===== config.mk =====
export PLATFORM = sky130hd
export DESIGN_NAME = rtp_header_parser
export DESIGN_NICKNAME = d
export VERILOG_FILES = /design/src/rtl/rhp_pkg.sv /design/src/rtl/rtp_header_parser.sv /design/src/rtl/rhp_front.sv /design/src/rtl/rhp_fifo.sv /design/src/rtl/rhp_back.sv
export SDC_FILE = /design/constraint.sdc
export NUM_CORES = 1
export LEC_CHECK = 0
export BUFFER_PORTS_ARGS = -buffer_cell sky130_fd_sc_hd__buf_2
export CORE_UTILIZATION = 35
export DETAILED_ROUTE_END_ITERATION = 8
export PLACE_DENSITY_LB_ADDON = 0.05
export SLEW_MARGIN = 20
export SYNTH_ARGS = -nofsm -noshare
export SYNTH_HDL_FRONTEND = slang
export SYNTH_SLANG_ARGS = --single-unit

===== constraint.sdc =====
create_clock -name clk_i -period 8.25 [get_ports clk_i]
set_clock_uncertainty 0.15 [all_clocks]
set_input_delay 1.65 -clock clk_i [delete_from_list [all_inputs] [get_ports clk_i]]
set_output_delay 1.65 -clock clk_i [all_outputs]
set_load 0.01 [all_outputs]

===== src/rtl/rhp_pkg.sv =====
// ----------------------------------------------------------------------------
// RTP header parser package
// Shared types and constants for the fixed RTP header parser.
// ----------------------------------------------------------------------------
package rhp_pkg;

  // Largest number of bytes counted in one packet; later bytes only flag overflow.
  localparam logic [15:0] MaxPacketBytes = 16'd65535;

  // Fixed header length in bytes.
  localparam logic [6:0]  FixedHdrBytes  = 7'd12;

  // Version value accepted by the parser.
  localparam logic [1:0]  RtpVersion     = 2'd2;

  // Depth of the queue between the front and back parts.
  localparam int unsigned QueueDepth     = 4;
  localparam int unsigned QueuePtrW      = $clog2(QueueDepth);

  // Record kinds on the output.
  typedef enum logic [1:0] {
    KindHeader = 2'd0,
    KindCsrc   = 2'd1,
    KindEnd    = 2'd2
  } kind_e;

  // End record status codes.
  typedef enum logic [1:0] {
    StatusOk       = 2'd0,
    StatusTooShort = 2'd1,
    StatusBadVer   = 2'd2,
    StatusTooLong  = 2'd3
  } status_e;

  // Work for the back part caused by one input beat: an optional header or
  // CSRC record, then an optional end record.
  typedef struct packed {
    logic        has_rec;
    logic        rec_is_csrc;
    logic        has_end;
    logic        marker;
    logic [6:0]  media_type;
    logic [15:0] seq_num;
    logic [31:0] timestamp;
    logic [31:0] ssrc;
    logic [3:0]  csrc_cnt;
    logic [31:0] csrc_word;
    status_e     status;
    logic [15:0] payload_offset;
    logic [15:0] payload_bytes;
  } entry_t;

endpackage


===== src/rtl/rtp_header_parser.sv =====
// ----------------------------------------------------------------------------
// RTP header parser
// Streaming parser for the fixed RTP header, CSRC list and end status.
// ----------------------------------------------------------------------------
// The block takes one packet byte per beat and accepts a byte every cycle
// while the queue is not full. The front part updates the byte counter and
// header capture in the cycle a byte is accepted and queues the records it
// causes in a four-entry queue; the back part sends one record per cycle,
// while the output is not stalled, through an output register. A record
// caused by a byte goes through the queue and then the output register;
// the final byte of a packet can cause two records. The input stalls only
// while the queue is full.
module rtp_header_parser (
  input  logic        clk_i,
  input  logic        rst_ni,
  input  logic        in_valid_i,
  output logic        in_stall_o,
  input  logic [7:0]  data_byte_i,
  input  logic        end_of_packet_i,
  output logic        out_valid_o,
  input  logic        out_stall_i,
  output logic [1:0]  kind_o,
  output logic        marker_o,
  output logic [6:0]  media_type_o,
  output logic [15:0] seq_num_o,
  output logic [31:0] timestamp_o,
  output logic [31:0] ssrc_o,
  output logic [3:0]  csrc_cnt_o,
  output logic [31:0] csrc_word_o,
  output logic [1:0]  status_o,
  output logic [15:0] payload_offset_o,
  output logic [15:0] payload_bytes_o,
  output logic        run_last_o
);
  import rhp_pkg::*;

  logic   accept;
  logic   push;
  logic   pop;
  logic   empty;
  logic   full;
  entry_t push_entry;
  entry_t head;

  assign in_stall_o = full;
  assign accept     = in_valid_i && !full;

  rhp_front u_front (
    .clk_i           (clk_i),
    .rst_ni          (rst_ni),
    .accept_i        (accept),
    .data_byte_i     (data_byte_i),
    .end_of_packet_i (end_of_packet_i),
    .push_o          (push),
    .entry_o         (push_entry)
  );

  rhp_fifo u_fifo (
    .clk_i        (clk_i),
    .rst_ni       (rst_ni),
    .push_i       (push),
    .push_entry_i (push_entry),
    .pop_i        (pop),
    .head_o       (head),
    .empty_o      (empty),
    .full_o       (full)
  );

  rhp_back u_back (
    .clk_i             (clk_i),
    .rst_ni            (rst_ni),
    .head_i            (head),
    .empty_i           (empty),
    .pop_o             (pop),
    .out_valid_o       (out_valid_o),
    .out_stall_i       (out_stall_i),
    .kind_o            (kind_o),
    .marker_o          (marker_o),
    .media_type_o      (media_type_o),
    .seq_num_o         (seq_num_o),
    .timestamp_o       (timestamp_o),
    .ssrc_o            (ssrc_o),
    .csrc_cnt_o        (csrc_cnt_o),
    .csrc_word_o       (csrc_word_o),
    .status_o          (status_o),
    .payload_offset_o  (payload_offset_o),
    .payload_bytes_o   (payload_bytes_o),
    .run_last_o        (run_last_o)
  );

endmodule


===== src/rtl/rhp_front.sv =====
// ----------------------------------------------------------------------------
// RTP header parser front part
// Counts packet bytes, captures header fields, and classifies each beat into
// the records it causes.
// ----------------------------------------------------------------------------
module rhp_front (
  input  logic            clk_i,
  input  logic            rst_ni,
  input  logic            accept_i,
  input  logic [7:0]      data_byte_i,
  input  logic            end_of_packet_i,
  output logic            push_o,
  output rhp_pkg::entry_t entry_o
);
  import rhp_pkg::*;

  logic [15:0] count_q, count_d;
  logic [7:0]  hdr_q [11];
  logic [23:0] shift_q, shift_d;
  logic [7:0]  ext_hi_q, ext_hi_d;
  logic [18:0] hx_q, hx_d;
  logic        ext_known_q, ext_known_d;
  logic        ovf_q, ovf_d;

  logic        ovf;
  logic [7:0]  hdr0;
  logic [6:0]  h_bytes;
  logic        x_bit;
  logic        ver_ok;
  logic [15:0] len;
  logic [7:0]  pad;
  logic        sets_ext;
  logic [15:0] words;
  logic [18:0] base;
  logic [18:0] total;
  logic [18:0] plen_wide;
  entry_t      ent;

  // Decode the current beat against the per-packet state.
  always_comb begin
    ovf      = ovf_q || (count_q >= MaxPacketBytes);
    hdr0     = hdr_q[0];
    h_bytes  = FixedHdrBytes + {1'b0, hdr0[3:0], 2'b00};
    x_bit    = hdr0[4];
    ver_ok   = (hdr0[7:6] == RtpVersion);
    len      = ovf ? count_q : count_q + 16'd1;
    pad      = hdr0[5] ? data_byte_i : 8'd0;
    sets_ext = !ovf && x_bit && (count_q == {9'd0, h_bytes} + 16'd3);
    words    = {ext_hi_q, data_byte_i};
    base     = (x_bit && ext_known_q) ? hx_q : {12'd0, h_bytes};
    total    = base + {11'd0, pad};
    plen_wide = {3'd0, len} - total;

    count_d     = ovf ? count_q : count_q + 16'd1;
    shift_d     = ovf ? shift_q : {shift_q[15:0], data_byte_i};
    ovf_d       = ovf;
    ext_hi_d    = ext_hi_q;
    ext_known_d = ext_known_q;
    hx_d        = hx_q;

    // Extension header length, captured as its two length bytes arrive.
    if (!ovf && x_bit && (count_q == {9'd0, h_bytes} + 16'd2)) begin
      ext_hi_d = data_byte_i;
    end
    if (sets_ext) begin
      ext_known_d = 1'b1;
      hx_d        = {12'd0, h_bytes} + 19'd4 + {1'b0, words, 2'b00};
    end

    ent                 = '0;
    ent.status          = StatusOk;

    // Header record on the last fixed header byte.
    if (!ovf && (count_q == 16'd11) && ver_ok) begin
      ent.has_rec         = 1'b1;
      ent.marker          = hdr_q[1][7];
      ent.media_type      = hdr_q[1][6:0];
      ent.seq_num         = {hdr_q[2], hdr_q[3]};
      ent.timestamp       = {hdr_q[4], hdr_q[5], hdr_q[6], hdr_q[7]};
      ent.ssrc            = {hdr_q[8], hdr_q[9], hdr_q[10], data_byte_i};
      ent.csrc_cnt        = hdr0[3:0];
    end

    // CSRC record on the fourth byte of each listed source.
    if (!ovf && (count_q >= 16'd12) && (count_q < {9'd0, h_bytes}) &&
        (count_q[1:0] == 2'd3) && ver_ok) begin
      ent.has_rec     = 1'b1;
      ent.rec_is_csrc = 1'b1;
      ent.csrc_word   = {shift_q, data_byte_i};
    end

    // End record with status, offset and length.
    if (end_of_packet_i) begin
      ent.has_end = 1'b1;
      if (len < 16'd12) begin
        ent.status = StatusTooShort;
      end else if (!ver_ok) begin
        ent.status = StatusBadVer;
      end else if (ovf) begin
        ent.status = StatusTooLong;
      end else if (len < {9'd0, h_bytes}) begin
        ent.status = StatusTooShort;
      end else if (x_bit && (len < {9'd0, h_bytes} + 16'd4)) begin
        ent.status = StatusTooShort;
      end else if (sets_ext) begin
        // The extension length arrives on the final beat: the packet ends
        // right after the extension header.
        if ((words == 16'd0) && (pad == 8'd0)) begin
          ent.payload_offset = {9'd0, h_bytes} + 16'd4;
        end else begin
          ent.status = StatusTooShort;
        end
      end else if ({3'd0, len} < total) begin
        ent.status = StatusTooShort;
      end else begin
        ent.payload_offset = base[15:0];
        ent.payload_bytes  = plen_wide[15:0];
      end

      // Per-packet state returns to its reset values.
      count_d     = '0;
      shift_d     = '0;
      ext_hi_d    = '0;
      ext_known_d = 1'b0;
      hx_d        = '0;
      ovf_d       = 1'b0;
    end
  end

  assign entry_o = ent;
  assign push_o  = accept_i && (ent.has_rec || ent.has_end);

  // Per-packet control state.
  always_ff @(posedge clk_i or negedge rst_ni) begin
    if (!rst_ni) begin
      count_q     <= '0;
      shift_q     <= '0;
      ext_hi_q    <= '0;
      ext_known_q <= 1'b0;
      hx_q        <= '0;
      ovf_q       <= 1'b0;
    end else if (accept_i) begin
      count_q     <= count_d;
      shift_q     <= shift_d;
      ext_hi_q    <= ext_hi_d;
      ext_known_q <= ext_known_d;
      hx_q        <= hx_d;
      ovf_q       <= ovf_d;
    end
  end

  // Header byte capture; the last header byte is used straight from the input.
  always_ff @(posedge clk_i) begin
    if (accept_i && !ovf && (count_q < 16'd11)) begin
      hdr_q[count_q[3:0]] <= data_byte_i;
    end
  end

endmodule


===== src/rtl/rhp_fifo.sv =====
// ----------------------------------------------------------------------------
// RTP header parser queue
// Short queue of record work between the front and back parts.
// ----------------------------------------------------------------------------
module rhp_fifo (
  input  logic            clk_i,
  input  logic            rst_ni,
  input  logic            push_i,
  input  rhp_pkg::entry_t push_entry_i,
  input  logic            pop_i,
  output rhp_pkg::entry_t head_o,
  output logic            empty_o,
  output logic            full_o
);
  import rhp_pkg::*;

  entry_t                 mem_q [QueueDepth];
  logic [QueuePtrW-1:0]   wr_ptr_q;
  logic [QueuePtrW-1:0]   rd_ptr_q;
  logic [QueuePtrW:0]     count_q;

  assign empty_o = (count_q == '0);
  assign full_o  = (count_q == (QueuePtrW + 1)'(QueueDepth));
  assign head_o  = mem_q[rd_ptr_q];

  // Pointers and fill count.
  always_ff @(posedge clk_i or negedge rst_ni) begin
    if (!rst_ni) begin
      wr_ptr_q <= '0;
      rd_ptr_q <= '0;
      count_q  <= '0;
    end else begin
      if (push_i) begin
        wr_ptr_q <= (wr_ptr_q == QueuePtrW'(QueueDepth - 1)) ? '0 : wr_ptr_q + 1'b1;
      end
      if (pop_i) begin
        rd_ptr_q <= (rd_ptr_q == QueuePtrW'(QueueDepth - 1)) ? '0 : rd_ptr_q + 1'b1;
      end
      if (push_i && !pop_i) begin
        count_q <= count_q + 1'b1;
      end else if (pop_i && !push_i) begin
        count_q <= count_q - 1'b1;
      end
    end
  end

  // Entry storage.
  always_ff @(posedge clk_i) begin
    if (push_i) begin
      mem_q[wr_ptr_q] <= push_entry_i;
    end
  end

endmodule


===== src/rtl/rhp_back.sv =====
// ----------------------------------------------------------------------------
// RTP header parser back part
// Turns queued work into output records held in an output register.
// ----------------------------------------------------------------------------
module rhp_back (
  input  logic            clk_i,
  input  logic            rst_ni,
  input  rhp_pkg::entry_t head_i,
  input  logic            empty_i,
  output logic            pop_o,
  output logic            out_valid_o,
  input  logic            out_stall_i,
  output logic [1:0]      kind_o,
  output logic            marker_o,
  output logic [6:0]      media_type_o,
  output logic [15:0]     seq_num_o,
  output logic [31:0]     timestamp_o,
  output logic [31:0]     ssrc_o,
  output logic [3:0]      csrc_cnt_o,
  output logic [31:0]     csrc_word_o,
  output logic [1:0]      status_o,
  output logic [15:0]     payload_offset_o,
  output logic [15:0]     payload_bytes_o,
  output logic            run_last_o
);
  import rhp_pkg::*;

  logic        valid_q, valid_d;
  logic        first_done_q, first_done_d;
  logic        load;
  kind_e       kind_q, kind_d;
  logic        marker_q, marker_d;
  logic [6:0]  pt_q, pt_d;
  logic [15:0] seq_q, seq_d;
  logic [31:0] ts_q, ts_d;
  logic [31:0] ssrc_q, ssrc_d;
  logic [3:0]  cc_q, cc_d;
  logic [31:0] csrc_q, csrc_d;
  status_e     status_q, status_d;
  logic [15:0] off_q, off_d;
  logic [15:0] len_q, len_d;
  logic        last_q, last_d;

  assign load = !valid_q || !out_stall_i;

  // Choose the next record from the head entry.
  always_comb begin
    valid_d      = valid_q;
    first_done_d = first_done_q;
    pop_o        = 1'b0;
    kind_d       = kind_q;
    marker_d     = marker_q;
    pt_d         = pt_q;
    seq_d        = seq_q;
    ts_d         = ts_q;
    ssrc_d       = ssrc_q;
    cc_d         = cc_q;
    csrc_d       = csrc_q;
    status_d     = status_q;
    off_d        = off_q;
    len_d        = len_q;
    last_d       = last_q;
    if (load) begin
      valid_d  = !empty_i;
      marker_d = 1'b0;
      pt_d     = '0;
      seq_d    = '0;
      ts_d     = '0;
      ssrc_d   = '0;
      cc_d     = '0;
      csrc_d   = '0;
      status_d = StatusOk;
      off_d    = '0;
      len_d    = '0;
      kind_d   = KindEnd;
      last_d   = 1'b1;
      if (!empty_i) begin
        if (head_i.has_rec && !first_done_q) begin
          // Header or CSRC record first.
          last_d = !head_i.has_end;
          if (head_i.rec_is_csrc) begin
            kind_d = KindCsrc;
            csrc_d = head_i.csrc_word;
          end else begin
            kind_d   = KindHeader;
            marker_d = head_i.marker;
            pt_d     = head_i.media_type;
            seq_d    = head_i.seq_num;
            ts_d     = head_i.timestamp;
            ssrc_d   = head_i.ssrc;
            cc_d     = head_i.csrc_cnt;
          end
          if (head_i.has_end) begin
            first_done_d = 1'b1;
          end else begin
            pop_o = 1'b1;
          end
        end else begin
          // End record closes the entry.
          status_d     = head_i.status;
          off_d        = head_i.payload_offset;
          len_d        = head_i.payload_bytes;
          first_done_d = 1'b0;
          pop_o        = 1'b1;
        end
      end
    end
  end

  // Output control.
  always_ff @(posedge clk_i or negedge rst_ni) begin
    if (!rst_ni) begin
      valid_q      <= 1'b0;
      first_done_q <= 1'b0;
    end else begin
      valid_q      <= valid_d;
      first_done_q <= first_done_d;
    end
  end

  // Output payload.
  always_ff @(posedge clk_i) begin
    kind_q   <= kind_d;
    marker_q <= marker_d;
    pt_q     <= pt_d;
    seq_q    <= seq_d;
    ts_q     <= ts_d;
    ssrc_q   <= ssrc_d;
    cc_q     <= cc_d;
    csrc_q   <= csrc_d;
    status_q <= status_d;
    off_q    <= off_d;
    len_q    <= len_d;
    last_q   <= last_d;
  end

  assign out_valid_o       = valid_q;
  assign kind_o            = kind_q;
  assign marker_o          = marker_q;
  assign media_type_o      = pt_q;
  assign seq_num_o         = seq_q;
  assign timestamp_o       = ts_q;
  assign ssrc_o            = ssrc_q;
  assign csrc_cnt_o        = cc_q;
  assign csrc_word_o       = csrc_q;
  assign status_o          = status_q;
  assign payload_offset_o  = off_q;
  assign payload_bytes_o   = len_q;
  assign run_last_o        = last_q;

endmodule


After elaboration in Yosys (flattened, before gate mapping)

Memory sizes are Yosys's and may differ from the RTL's.
Cells that the tools add are included.

Memories: 2
Output and inout port bits: 163
Memory bits (writable): 732
Register bits: 239

Memories:

| name          | depth | bits a word | rd ports | clocked after Yosys merged registers in | write ports | line            | text |
|---|---|---|---|---|---|---|---|
| u_fifo.mem_q  | 4     | 161         | 1        | 0                                       | 1           | rhp_fifo.sv:17  | `entry_t mem_q [QueueDepth];` |
| u_front.hdr_q | 11    | 8           | 11       | 0                                       | 1           | rhp_front.sv:18 | `logic [7:0] hdr_q [11];` |

Add/subtract/negate cells: 13
Magnitude comparators: 8
Bitwise logic cells: 3
Reduce and logical (&&, ||, !) cells: 45
Equal/unequal tests: 10
Muxes and demuxes: 50

Operators with widths:

| cell                                                                                  | number |
|---|---|
| 32-bit 2-to-1 mux                                                                     | 7 |
| 92-bit 2-to-1 mux                                                                     | 1 |
| 16-bit 2-to-1 mux                                                                     | 4 |
| 19-bit 2-to-1 mux                                                                     | 3 |
| 24-bit 2-to-1 mux                                                                     | 2 |
| 34-bit 2-to-1 mux                                                                     | 1 |
| 16-bit equality test                                                                  | 2 |
| 16-bit by 4-bit less-than comparator with 1-bit output (second input constant)        | 2 |
| 16-bit by 7-bit less-than comparator with 1-bit output                                | 2 |
| 8-bit 2-to-1 mux                                                                      | 3 |
| 19-bit by 18-bit adder with 19-bit output                                             | 1 |
| 19-bit by 8-bit adder with 19-bit output                                              | 1 |
| 1-bit logical AND                                                                     | 19 |
| 16-bit by 19-bit less-than comparator with 1-bit output                               | 1 |
| 1-bit 2-to-1 mux                                                                      | 18 |
| 18-bit 2-to-1 mux                                                                     | 1 |
| 16-bit by 1-bit adder with 16-bit output (second input constant)                      | 1 |
| 7-bit by 2-bit adder with 8-bit output (second input constant)                        | 2 |
| 7-bit by 3-bit adder with 8-bit output (second input constant)                        | 2 |
| 16-bit by 4-bit equality test with 1-bit output (second input constant)               | 1 |
| 16-bit greater-or-equal comparator (second input constant)                            | 1 |
| 16-bit by 4-bit greater-or-equal comparator with 1-bit output (second input constant) | 1 |
| 16-bit zero test                                                                      | 1 |
| 16-bit less-than comparator                                                           | 1 |
| 21 further kinds                                                                      | 51 |

Depth between registers and ports, before layout

Gate-level depths: netlist (run 1).

Depth in word-level cells: 14
Mapped depth: 23
Depth with buffers taken out: 21

By module

Synthesis (run 1) repeated with hierarchy kept, for this count alone.

Cells, all modules: 2178
Area, all modules: 39231.4 um2

Modules (own cells, without submodules):

| module            | instances | area an instance (um2) | cells each |
|---|---|---|---|
| rhp_fifo          | 1         | 23603.9                | 878 |
| rhp_front         | 1         | 9380.2                 | 946 |
| rhp_back          | 1         | 6233.5                 | 353 |
| rtp_header_parser | 1         | 13.8                   | 1 |

Least setup slack after synthesis (run 1)

No wires, ideal clock.

Path type: reg2reg
Start: mem u_front.hdr_q[0][0]
End: mem u_fifo.mem_q[0][0] (netlist name) (enable)
Path slack: 1296 ps
Path buffers: 1
Required time: 7562 ps
Cell stages (with the launch flop): 11
Data arrival time: 6265 ps
Cells stage by stage: edfxtp_1 > buf_2 > o21ai_0 > xor2_1 > ha_1 > a21o_1 > a211o_1 > nor3_2 > or2_1 > o21a_1 > and2_1

RTL lines:

| what        | line |
|---|---|
| from (decl) | rhp_front.sv:18 |
| to (decl)   | rhp_fifo.sv:17 |

==> impl_metrics.json, run 1 <==
{
  "max_slew_margin_pct": 33.3,
  "maxcap_violations": 0,
  "yosys-mux-area-fraction_pct": 9.53,
  "io_buffers": 173,
  "remaining_drc_errors": 0,
  "setup_viol": 0,
  "timing.critical_path.slowest_cell_delay_ns": 0.78,
  "dieWidth_um": 334,
  "cts.reportedPaths.clkPinSlew_ns": 0.06,
  "grt_first_pass_wirelength_um": 142000,
  "post_syn_area_per_cell_um2": 17.9,
  "worst-slew-pin-transition_ns": 1.00,
  "synth-edff-count": 883,
  "route.detailed.wl_per_inst_um": 24.9,
  "worst_skew_pair.late_latency_ns": 0.69,
  "antenna_cells_inserted": 0,
  "global_route.usage.total_pct": 17.4,
  "report.final.hold_viol_count": 0,
  "synth.yosys.seq_area_share_pct": 73.7,
  "synth_xor_area_share_pct": 1.11,
  "first_pass_iters": 5,
  "design.die.area_um2": 112000,
  "cp_cell_sequence": "inv_1 > ha_1 > xor2_1 > o21ai_0 > ha_1 > nor2b_1 > o31ai_2 > a21boi_0 > nand3_1 > xnor2_1 > nand2_1 > ha_1 > a21o_1 > a21oi_1 > nor2b_1 > a311oi_1 > o21ai_2 > o21ai_2 > nor3_4 > nor3b_2",
  "yosys_warnings": 0,
  "clock-root-buffer": "sky130_fd_sc_hd__clkbuf_16",
  "cts.sinks": 959,
  "tritoncts": "built",
  "fin_crit_ns": 6.10,
  "power-per-cell-area_nw_per_um2": 318,
  "path_common_cell": "sky130_fd_sc_hd__ha_1",
  "antenna_violations_before_repair": 2,
  "cp_data_required_time_ns": 8.58,
  "drv_slew": 0,
  "wl_um": 96300,
  "synth_top_family_by_area": "multiplexers",
  "async_flop_share_pct": 7.92,
  "min_period_over_period_pct": 73.9,
  "post_synth_num_cell_types": 78,
  "dp_wirelength_um": 56200,
  "power.ir.vdd_worst_mv": 0.289,
  "worst_path_max_delay_cell": "sky130_fd_sc_hd__nor3_4",
  "timing.setup.critical_path_class": "reg -> reg",
  "startpoint_type": "register",
  "timing.setup.tns_ns": 0,
  "detail_route.vias_per_cell": 5.08,
  "dr_vias": 19600,
  "die_height_um": 334,
  "finalWeightedCongestion": 0.832,
  "netlist_area_um2": 38600,
  "unrepaired_setup_endpoints_after_global_routing": "no",
  "finish.net_count": 2437,
  "pin_count_of_the_biggest_net_entering_global_routing": 106,
  "stdcell_count": 3868,
  "clock_tree.htree_level_count": 3,
  "post_cts.repair.setup_buffers": 0,
  "hold_path_class": "reg -> reg",
  "syn_to_final_growth_pct": 15.5,
  "cts_hold_repair.buffers": 0,
  "tritoncts.num_buffers": 107,
  "core-area_um2": 109000,
  "post_route_cells_drive_above_1_share_pct": 22.4,
  "rows": 121,
  "synth_fa_ha_area_share_pct": 1.93,
  "ys.flop_type": "sky130_fd_sc_hd__edfxtp_1",
  "first_iter_violations": 1199,
  "static-leakage-power_nw": 15.7,
  "post_cts_resized": 0,
  "total_congestion_overflow_after_global_routing": 0,
  "post_synth_and_or_nand_nor_area_fraction_pct": 8.79,
  "antenna_left": 0,
  "place.detailed.instances": 3672,
  "crit_fanout": 19,
  "clock_tree.buffer_depth": 3,
  "compound_cell_area_share_of_the_yosys_netlist_pct": 3.43,
  "initial_core_util_pct": 35.4,
  "synthCells": 2154,
  "run_status": "finished, final reports clean",
  "cp_num_buf_inv": 1,
  "synth_seq_cells": 959,
  "fillCellCount": 9848,
  "worstPathArrival_ns": 6.42,
  "clock.fmax_mhz": 164,
  "endpoint_kind": "register",
  "ioPinCount": 176,
  "critPathTopFamily": "simple AND/OR/NAND/NOR gates",
  "first_global_vias": 21100
}
-- layer usage --
layer	share of wire [%]	track usage [%]
met5	0	0
met2	49	29.2
met4	1.9	4.49
met1	45	23.5
met3	3.9	2.84
-- synth_stat cells (4+ instances only) --
master | instances | area [µm²]
sky130_fd_sc_hd__buf_2 | 13 | 65.1
sky130_fd_sc_hd__o211a_1 | 5 | 50.1
sky130_fd_sc_hd__inv_1 | 42 | 158
sky130_fd_sc_hd__nand4b_1 | 4 | 35.0
sky130_fd_sc_hd__nor2_1 | 44 | 165
sky130_fd_sc_hd__a21oi_1 | 28 | 140
sky130_fd_sc_hd__a211oi_1 | 5 | 37.5
sky130_fd_sc_hd__and3_1 | 52 | 325
sky130_fd_sc_hd__a31oi_1 | 5 | 31.3
sky130_fd_sc_hd__o21ai_0 | 57 | 285
sky130_fd_sc_hd__nand2_1 | 75 | 282
sky130_fd_sc_hd__clkbuf_1 | 83 | 312
sky130_fd_sc_hd__xor2_1 | 17 | 149
sky130_fd_sc_hd__and2_1 | 148 | 926
sky130_fd_sc_hd__nand4_1 | 11 | 68.8
sky130_fd_sc_hd__and4_1 | 5 | 43.8
sky130_fd_sc_hd__nand3_1 | 19 | 95.1
sky130_fd_sc_hd__nor2b_1 | 141 | 882
sky130_fd_sc_hd__edfxtp_1 | 883 | 26500
sky130_fd_sc_hd__xnor2_1 | 32 | 280
sky130_fd_sc_hd__nand2b_1 | 6 | 37.5
sky130_fd_sc_hd__dfrtp_1 | 76 | 1900
sky130_fd_sc_hd__nor4_1 | 23 | 144
sky130_fd_sc_hd__fa_1 | 4 | 80.1
sky130_fd_sc_hd__a21o_1 | 7 | 52.6
sky130_fd_sc_hd__o21a_1 | 8 | 60.1
sky130_fd_sc_hd__ha_1 | 53 | 663
sky130_fd_sc_hd__a22o_1 | 31 | 272
sky130_fd_sc_hd__o31ai_1 | 7 | 52.6
sky130_fd_sc_hd__nor3_1 | 18 | 90.1
sky130_fd_sc_hd__mux4_2 | 159 | 3580
sky130_fd_sc_hd__mux2i_1 | 4 | 40.0
sky130_fd_sc_hd__o41ai_1 | 8 | 70.1
sky130_fd_sc_hd__or3_1 | 6 | 37.5
sky130_fd_sc_hd__buf_1 | 8 | 30.0
-- power breakdown --
group / switching [mW] / leakage [nW] / internal (mW)
Clock: 1.92 / 1.61 / 2.59
Sequential: 0.306 / 9.38 / 6.10
Combinational: 1.85 / 4.68 / 1.40
Total: 4.07 / 15.7 / 10.1
-- final timing paths --
check,start,endpoint,slack (ns),depth (start not counted)
min in group asynchronous,rst_ni,u_front.ext_hi_q[1],0.70,1
min reg2reg,u_front.shift_q[17],u_front.shift_q[17],0.35,1
max reg2reg,u_front.hdr_q[0][0],u_fifo.mem_q[2][5],2.15,20
min,u_front.shift_q[17],u_front.shift_q[17],0.35,1
max,u_front.hdr_q[0][0],u_fifo.mem_q[2][5],2.15,20
max in group asynchronous,rst_ni,u_front.shift_q[21],6.14,2
-- per-stage QoR --
stage	setup slack (ns)	utilization, %	cell area [µm²]	power [mW]	hold WS, ns
global route	1.69	40.9	44500	14.9	0.372
finish	2.15	40.9	44500	14.2	0.351
CTS	2.21	40.9	44500	14.5	0.352
floorplan	1.30	-	38600	8.65	0.295
detailed placement	1.62	37.8	41200	9.90	0.337
global placement	1.72	37.8	41200	9.90	0.332
-- cell families after synthesis --
family | Yosys count
simple gates | 579
mux | 168
flops | 959
other cells | 2
fa+ha+maj | 57
xor+xnor | 49
buf+inv | 149
compound gates | 191
-- worst reg2reg max path, stage by stage, from the launching register on --
cell and delay, ns:
sky130_fd_sc_hd__edfxtp_1 0.61, sky130_fd_sc_hd__inv_1 0.13, sky130_fd_sc_hd__ha_1 0.26, sky130_fd_sc_hd__xor2_1 0.48, sky130_fd_sc_hd__o21ai_0 0.26, sky130_fd_sc_hd__ha_1 0.39
sky130_fd_sc_hd__nor2b_1 0.17, sky130_fd_sc_hd__o31ai_2 0.44, sky130_fd_sc_hd__a21boi_0 0.30, sky130_fd_sc_hd__nand3_1 0.17, sky130_fd_sc_hd__xnor2_1 0.13, sky130_fd_sc_hd__nand2_1 0.07
sky130_fd_sc_hd__ha_1 0.39, sky130_fd_sc_hd__a21o_1 0.16, sky130_fd_sc_hd__a21oi_1 0.07, sky130_fd_sc_hd__nor2b_1 0.13, sky130_fd_sc_hd__a311oi_1 0.08, sky130_fd_sc_hd__o21ai_2 0.13
sky130_fd_sc_hd__o21ai_2 0.19, sky130_fd_sc_hd__nor3_4 0.79, sky130_fd_sc_hd__nor3b_2 0.40
-- flip-flops by register name, indices dropped and copies added (netlist names), 2 cells and up --
register                 flops
u_front.ext_hi_q             8
u_front.hdr_q               88
u_back.ssrc_o               32
u_back.seq_num_o            16
u_back.csrc_cnt_o            4
u_back.media_type_o          7
u_fifo.count_q               3
u_front.hx_q                17
u_front.shift_q             24
u_back.kind_o                2
u_fifo.wr_ptr_q              2
u_front.count_q             16
u_back.timestamp_o          32
u_back.status_o              2
u_back.csrc_word_o          32
u_fifo.rd_ptr_q              2
u_fifo.mem_q               636
u_back.payload_offset_o     14
u_back.payload_bytes_o      16
-- cells in the final DEF (no fill, tap or decap), types with 5 or more instances in the layout --
cell,instances
sky130_fd_sc_hd__buf_12,8
sky130_fd_sc_hd__a22o_1,31
sky130_fd_sc_hd__clkinv_2,16
sky130_fd_sc_hd__clkinv_1,26
sky130_fd_sc_hd__a31oi_1,5
sky130_fd_sc_hd__buf_2,172
sky130_fd_sc_hd__nor2_1,44
sky130_fd_sc_hd__nand2b_1,5
sky130_fd_sc_hd__a21o_1,7
sky130_fd_sc_hd__clkinvlp_4,6
sky130_fd_sc_hd__xor2_1,17
sky130_fd_sc_hd__inv_1,42
sky130_fd_sc_hd__buf_4,29
sky130_fd_sc_hd__dfrtp_1,74
sky130_fd_sc_hd__o211a_1,5
sky130_fd_sc_hd__nor2b_1,141
sky130_fd_sc_hd__clkbuf_16,109
sky130_fd_sc_hd__bufinv_16,5
sky130_fd_sc_hd__and2_1,144
sky130_fd_sc_hd__mux4_2,159
sky130_fd_sc_hd__o21ai_0,57
sky130_fd_sc_hd__a211oi_1,5
sky130_fd_sc_hd__o21a_1,8
sky130_fd_sc_hd__xnor2_1,32
sky130_fd_sc_hd__and3_1,52
sky130_fd_sc_hd__ha_1,53
sky130_fd_sc_hd__a21oi_1,27
sky130_fd_sc_hd__nor3_1,18
sky130_fd_sc_hd__nand4_1,11
sky130_fd_sc_hd__o41ai_1,8
sky130_fd_sc_hd__nand3_1,19
sky130_fd_sc_hd__or3_1,6
sky130_fd_sc_hd__edfxtp_1,883
sky130_fd_sc_hd__nor4_1,21
sky130_fd_sc_hd__o31ai_1,7
sky130_fd_sc_hd__clkbuf_1,25
sky130_fd_sc_hd__nand2_1,74
-- area by class of cell --
class,count,area (µm²),share of cell area (%)
Tap cell,1414,1770,3.97
Clock buffer,136,2850,6.40
Sequential cell,959,28400,63.8
Timing Repair Buffer,209,1240,2.78
Multi-Input combinational cell,1048,9620,21.6
Clock inverter,60,482,1.08
Inverter,42,158,0.354
Power figures use the tool's default switching activity.
==> run 2, diff against run 1 <==
- ABC_AREA: unset -> 1
- clock period: 8.25 -> 5.28 ns (I/O delays scaled with it)
==> run 2 against run 1 <==
Compared with the run above:
- critical path depth is 3 higher
- core utilization is 0.19 points higher
- synthesized cell count is 51% higher
- setup slack worse by 1.7 ns
- cell count is 30% higher
- combinational power is 130% higher
- routed wire length is 17% higher
- maximum frequency is 25% higher
- power is 75% higher
- die area is 1.4% higher
- critical path type unchanged
- highest routed layer unchanged
==> impl_metrics.json, run 2 <==
{
  "run_status": "finished, final reports clean",
  "most_instantiated_library_cell_after_synthesis": "sky130_fd_sc_hd__edfxtp_1",
  "global_route.usage.total_pct": 19.8,
  "worst_skew_pair.late_latency_ns": 0.70,
  "clock.fmax_mhz": 205,
  "cp_num_buf_inv": 3,
  "total_congestion_overflow_after_global_routing": 0,
  "clock-root-buffer": "sky130_fd_sc_hd__clkbuf_16",
  "fin_crit_ns": 4.88,
  "yosys_warnings": 0,
  "async_flop_share_pct": 7.92,
  "worst_path_max_delay_cell": "sky130_fd_sc_hd__fa_1",
  "antenna_violations_before_repair": 7,
  "synthDominantAreaCellType": "sky130_fd_sc_hd__edfxtp_1",
  "post_synth_num_cell_types": 49,
  "static-leakage-power_nw": 16.9,
  "dr_vias": 24800,
  "total_area_of_multi_input_combinational_cells_um2": 9220,
  "post_route_cells_drive_above_1_share_pct": 13.1,
  "grt_use_met3_pct": 2.85,
  "cp_data_required_time_ns": 5.59,
  "hold_path_class": "reg -> reg",
  "crit_fanout": 6,
  "fillCellCount": 10500,
  "wl_um": 112000,
  "post_syn_area_per_cell_um2": 12.0,
  "antenna_left": 0,
  "largest_register": "u_fifo.mem_q",
  "synth_seq_cells": 959,
  "ioPinCount": 176,
  "netlist_area_um2": 39100,
  "pin_count_of_the_biggest_net_entering_global_routing": 193,
  "grt_first_pass_wirelength_um": 164000,
  "mostFrequentLayoutCell": "sky130_fd_sc_hd__edfxtp_1",
  "io_buffers": 173,
  "dieWidth_um": 336,
  "synth_top_area_share_pct": 67.8,
  "grt.busiest_layer": "met2",
  "ff_latch_area_um2": 28400,
  "finalWeightedCongestion": 0.845,
  "postPlaceCellArea_um2": 42000,
  "setup_viol": 0,
  "path_common_cell": "sky130_fd_sc_hd__nand2_1",
  "drv_slew": 0,
  "ys.flop_type": "sky130_fd_sc_hd__edfxtp_1",
  "clock_tree.buffer_depth": 3,
  "synthCells": 3261,
  "report.final.hold_viol_count": 0,
  "timing.setup.critical_path_class": "reg -> reg",
  "finalCoreUtilization_pct": 41.1,
  "first_iter_violations": 1678,
  "synth-edff-count": 883,
  "rows": 122,
  "detail_route.vias_per_cell": 4.93,
  "final.setup.worst_slack_ns": 0.404,
  "worstPathArrival_ns": 5.18,
  "min_period_over_period_pct": 92.3,
  "max_slew_margin_pct": 24.6,
  "synth_area_leaders": "sky130_fd_sc_hd__edfxtp_1 (68%), sky130_fd_sc_hd__nor2_1 (8.0%), sky130_fd_sc_hd__dfrtp_1 (4.9%), sky130_fd_sc_hd__o21ai_0 (4.6%), sky130_fd_sc_hd__a21oi_1 (2.6%)",
  "power.ir.vdd_worst_mv": 0.281,
  "finalInstanceArea_um2": 45400,
  "design.die.area_um2": 113000,
  "initial_core_util_pct": 35.3,
  "startpoint_type": "register",
  "synth_commonest_cells": "sky130_fd_sc_hd__edfxtp_1 (883), sky130_fd_sc_hd__nor2_1 (836), sky130_fd_sc_hd__o21ai_0 (359)",
  "unrepaired_setup_endpoints_after_global_routing": "yes",
  "layout.cells.most_common_list": "sky130_fd_sc_hd__edfxtp_1 (883), sky130_fd_sc_hd__nor2_1 (831), sky130_fd_sc_hd__o21ai_0 (358)",
  "cts.reportedPaths.clkPinSlew_ns": 0.06,
  "cts_hold_repair.buffers": 0,
  "power-per-cell-area_nw_per_um2": 544,
  "syn_to_final_growth_pct": 16.2,
  "grt_met2_usage_pct": 32.6,
  "critPathTopFamily": "simple AND/OR/NAND/NOR gates",
  "remaining_drc_errors": 0,
  "tritoncts": "built",
  "core-area_um2": 111000,
  "global_routing_met1_resource_utilization_pct": 26.5,
  "cp_cell_sequence": "inv_1 > ha_1 > or2_2 > o21ai_0 > inv_1 > fa_1 > o21ai_0 > nand2_1 > a21oi_1 > nand2_1 > nor2_1 > xor2_1 > ha_1 > inv_1 > nor3_1 > a21oi_1 > nand2_1 > nand2_1 > nand2_1 > nand4_1 > nand2_1 > nand2_1 > nor3_1",
  "route.detailed.wl_per_inst_um": 22.3,
  "post-place-ws_ns": 0.0752,
  "synth.yosys.seq_area_share_pct": 72.7,
  "cts.sinks": 959,
  "die_height_um": 336,
  "first_global_vias": 24800,
  "tritoncts.num_buffers": 107,
  "largest_reg_flops": 636,
  "finish.net_count": 3524,
  "maxcap_violations": 0,
  "timing.critical_path.slowest_cell_delay_ns": 0.45,
  "clock_tree.htree_level_count": 3,
  "endpoint_kind": "register",
  "first_pass_iters": 5,
  "worst-slew-pin-transition_ns": 1.13,
  "dp_wirelength_um": 64400
}
## run 2: cell count changes after synthesis, moves of 111 or more
| cell | change |
|---|---|
| sky130_fd_sc_hd__nor2_1 | +792 |
| sky130_fd_sc_hd__inv_1 | +203 |
| sky130_fd_sc_hd__and2_1 | -145 |
| sky130_fd_sc_hd__nor2b_1 | -141 |
| sky130_fd_sc_hd__a21oi_1 | +175 |
| sky130_fd_sc_hd__mux4_2 | -159 |
| sky130_fd_sc_hd__nand2_1 | +111 |
| sky130_fd_sc_hd__o21ai_0 | +302 |
## run 2: report_power, final
part | internal [mW] | switching [mW] | total, mW
combinational | 2.10 | 5.30 | 7.40
sequential | 9.60 | 0.567 | 10.2
clock | 4.11 | 3.06 | 7.17
total | 15.8 | 8.93 | 24.7
## run 2: per-layer routing
metal  share of wire [%]  up-vias  wire length, µm
met3                 4.3      169             4840
met5                   0        -                0
met1                  45    12400            50400
met4                 3.4        0             3770
li1                    -    11700                -
met2                  47      609            53200
## run 2: final timing paths
kind / startpoint / end / slack [ns] / depth (start not counted)
max in group asynchronous: rst_ni / u_front.hx_q[10] / 3.71 / 2
worst min-delay path: u_fifo.count_q[2] / u_back.out_valid_o / 0.37 / 2
worst min register to register: u_fifo.count_q[2] / u_back.out_valid_o / 0.37 / 2
worst max-delay path: u_front.hdr_q[0][0] / u_fifo.mem_q[1][21] / 0.40 / 23
worst max register to register: u_front.hdr_q[0][0] / u_fifo.mem_q[1][21] / 0.40 / 23
min in group asynchronous: rst_ni / u_front.shift_q[21] / 0.38 / 1
## run 2: logic make-up (layout without fill, tap and decap cells)
family / count (synthesis) / after routing / synth area share [%]
AND/OR/NAND/NOR: 1160 / 1160 / 11.9
AO/OA/AOI/OAI: 634 / 634 / 8.50
other: 2 / 6 / 0.0192
XOR/XNOR: 42 / 42 / 0.940
multiplexers: 1 / 1 / 0.0288
adder cells (fa/ha/maj): 57 / 57 / 1.90
buffers and inverters: 406 / 689 / 4.05
flip-flops: 959 / 959 / 72.7
## run 2: final cells by class
class	count	share of cell area [%]
antenna	2	0.0110
clock buffer	145	6.57
clock inverter	56	0.964
inverter	252	2.12
multi-input combinational	1898	20.3
sequential	959	62.6
tap	1488	4.10
timing repair buffer	236	3.39
## run 2: metrics by stage
stage | hold slack (ns) | TNS [ns] | total power [mW] | instances
2_1_floorplan | 0.308 | 0 | 14.8 | 3263
3_3_place_gp | 0.346 | 0 | 17.9 | 4831
5_1_grt | 0.395 | -0.223 | 26.2 | 5035
4_1_cts | 0.367 | 0 | 25.2 | 5032
3_5_place_dp | 0.348 | 0 | 17.9 | 4831
6_report | 0.371 | 0 | 24.7 | 5036
## run 2: repair_timing
action,in CTS,in global routing
endpoints found under the setup margin,0,120
setup buffers,0,2
resized for setup,0,4
## run 2: worst reg2reg max path, delay by kind of cell, from the launching register on
family,cells,cell delay (ns)
flops,1,0.42
buf+inv,3,0.29
xor+xnor,1,0.09
simple gates,12,1.98
fa+ha+maj,3,1.02
compound gates,4,0.71
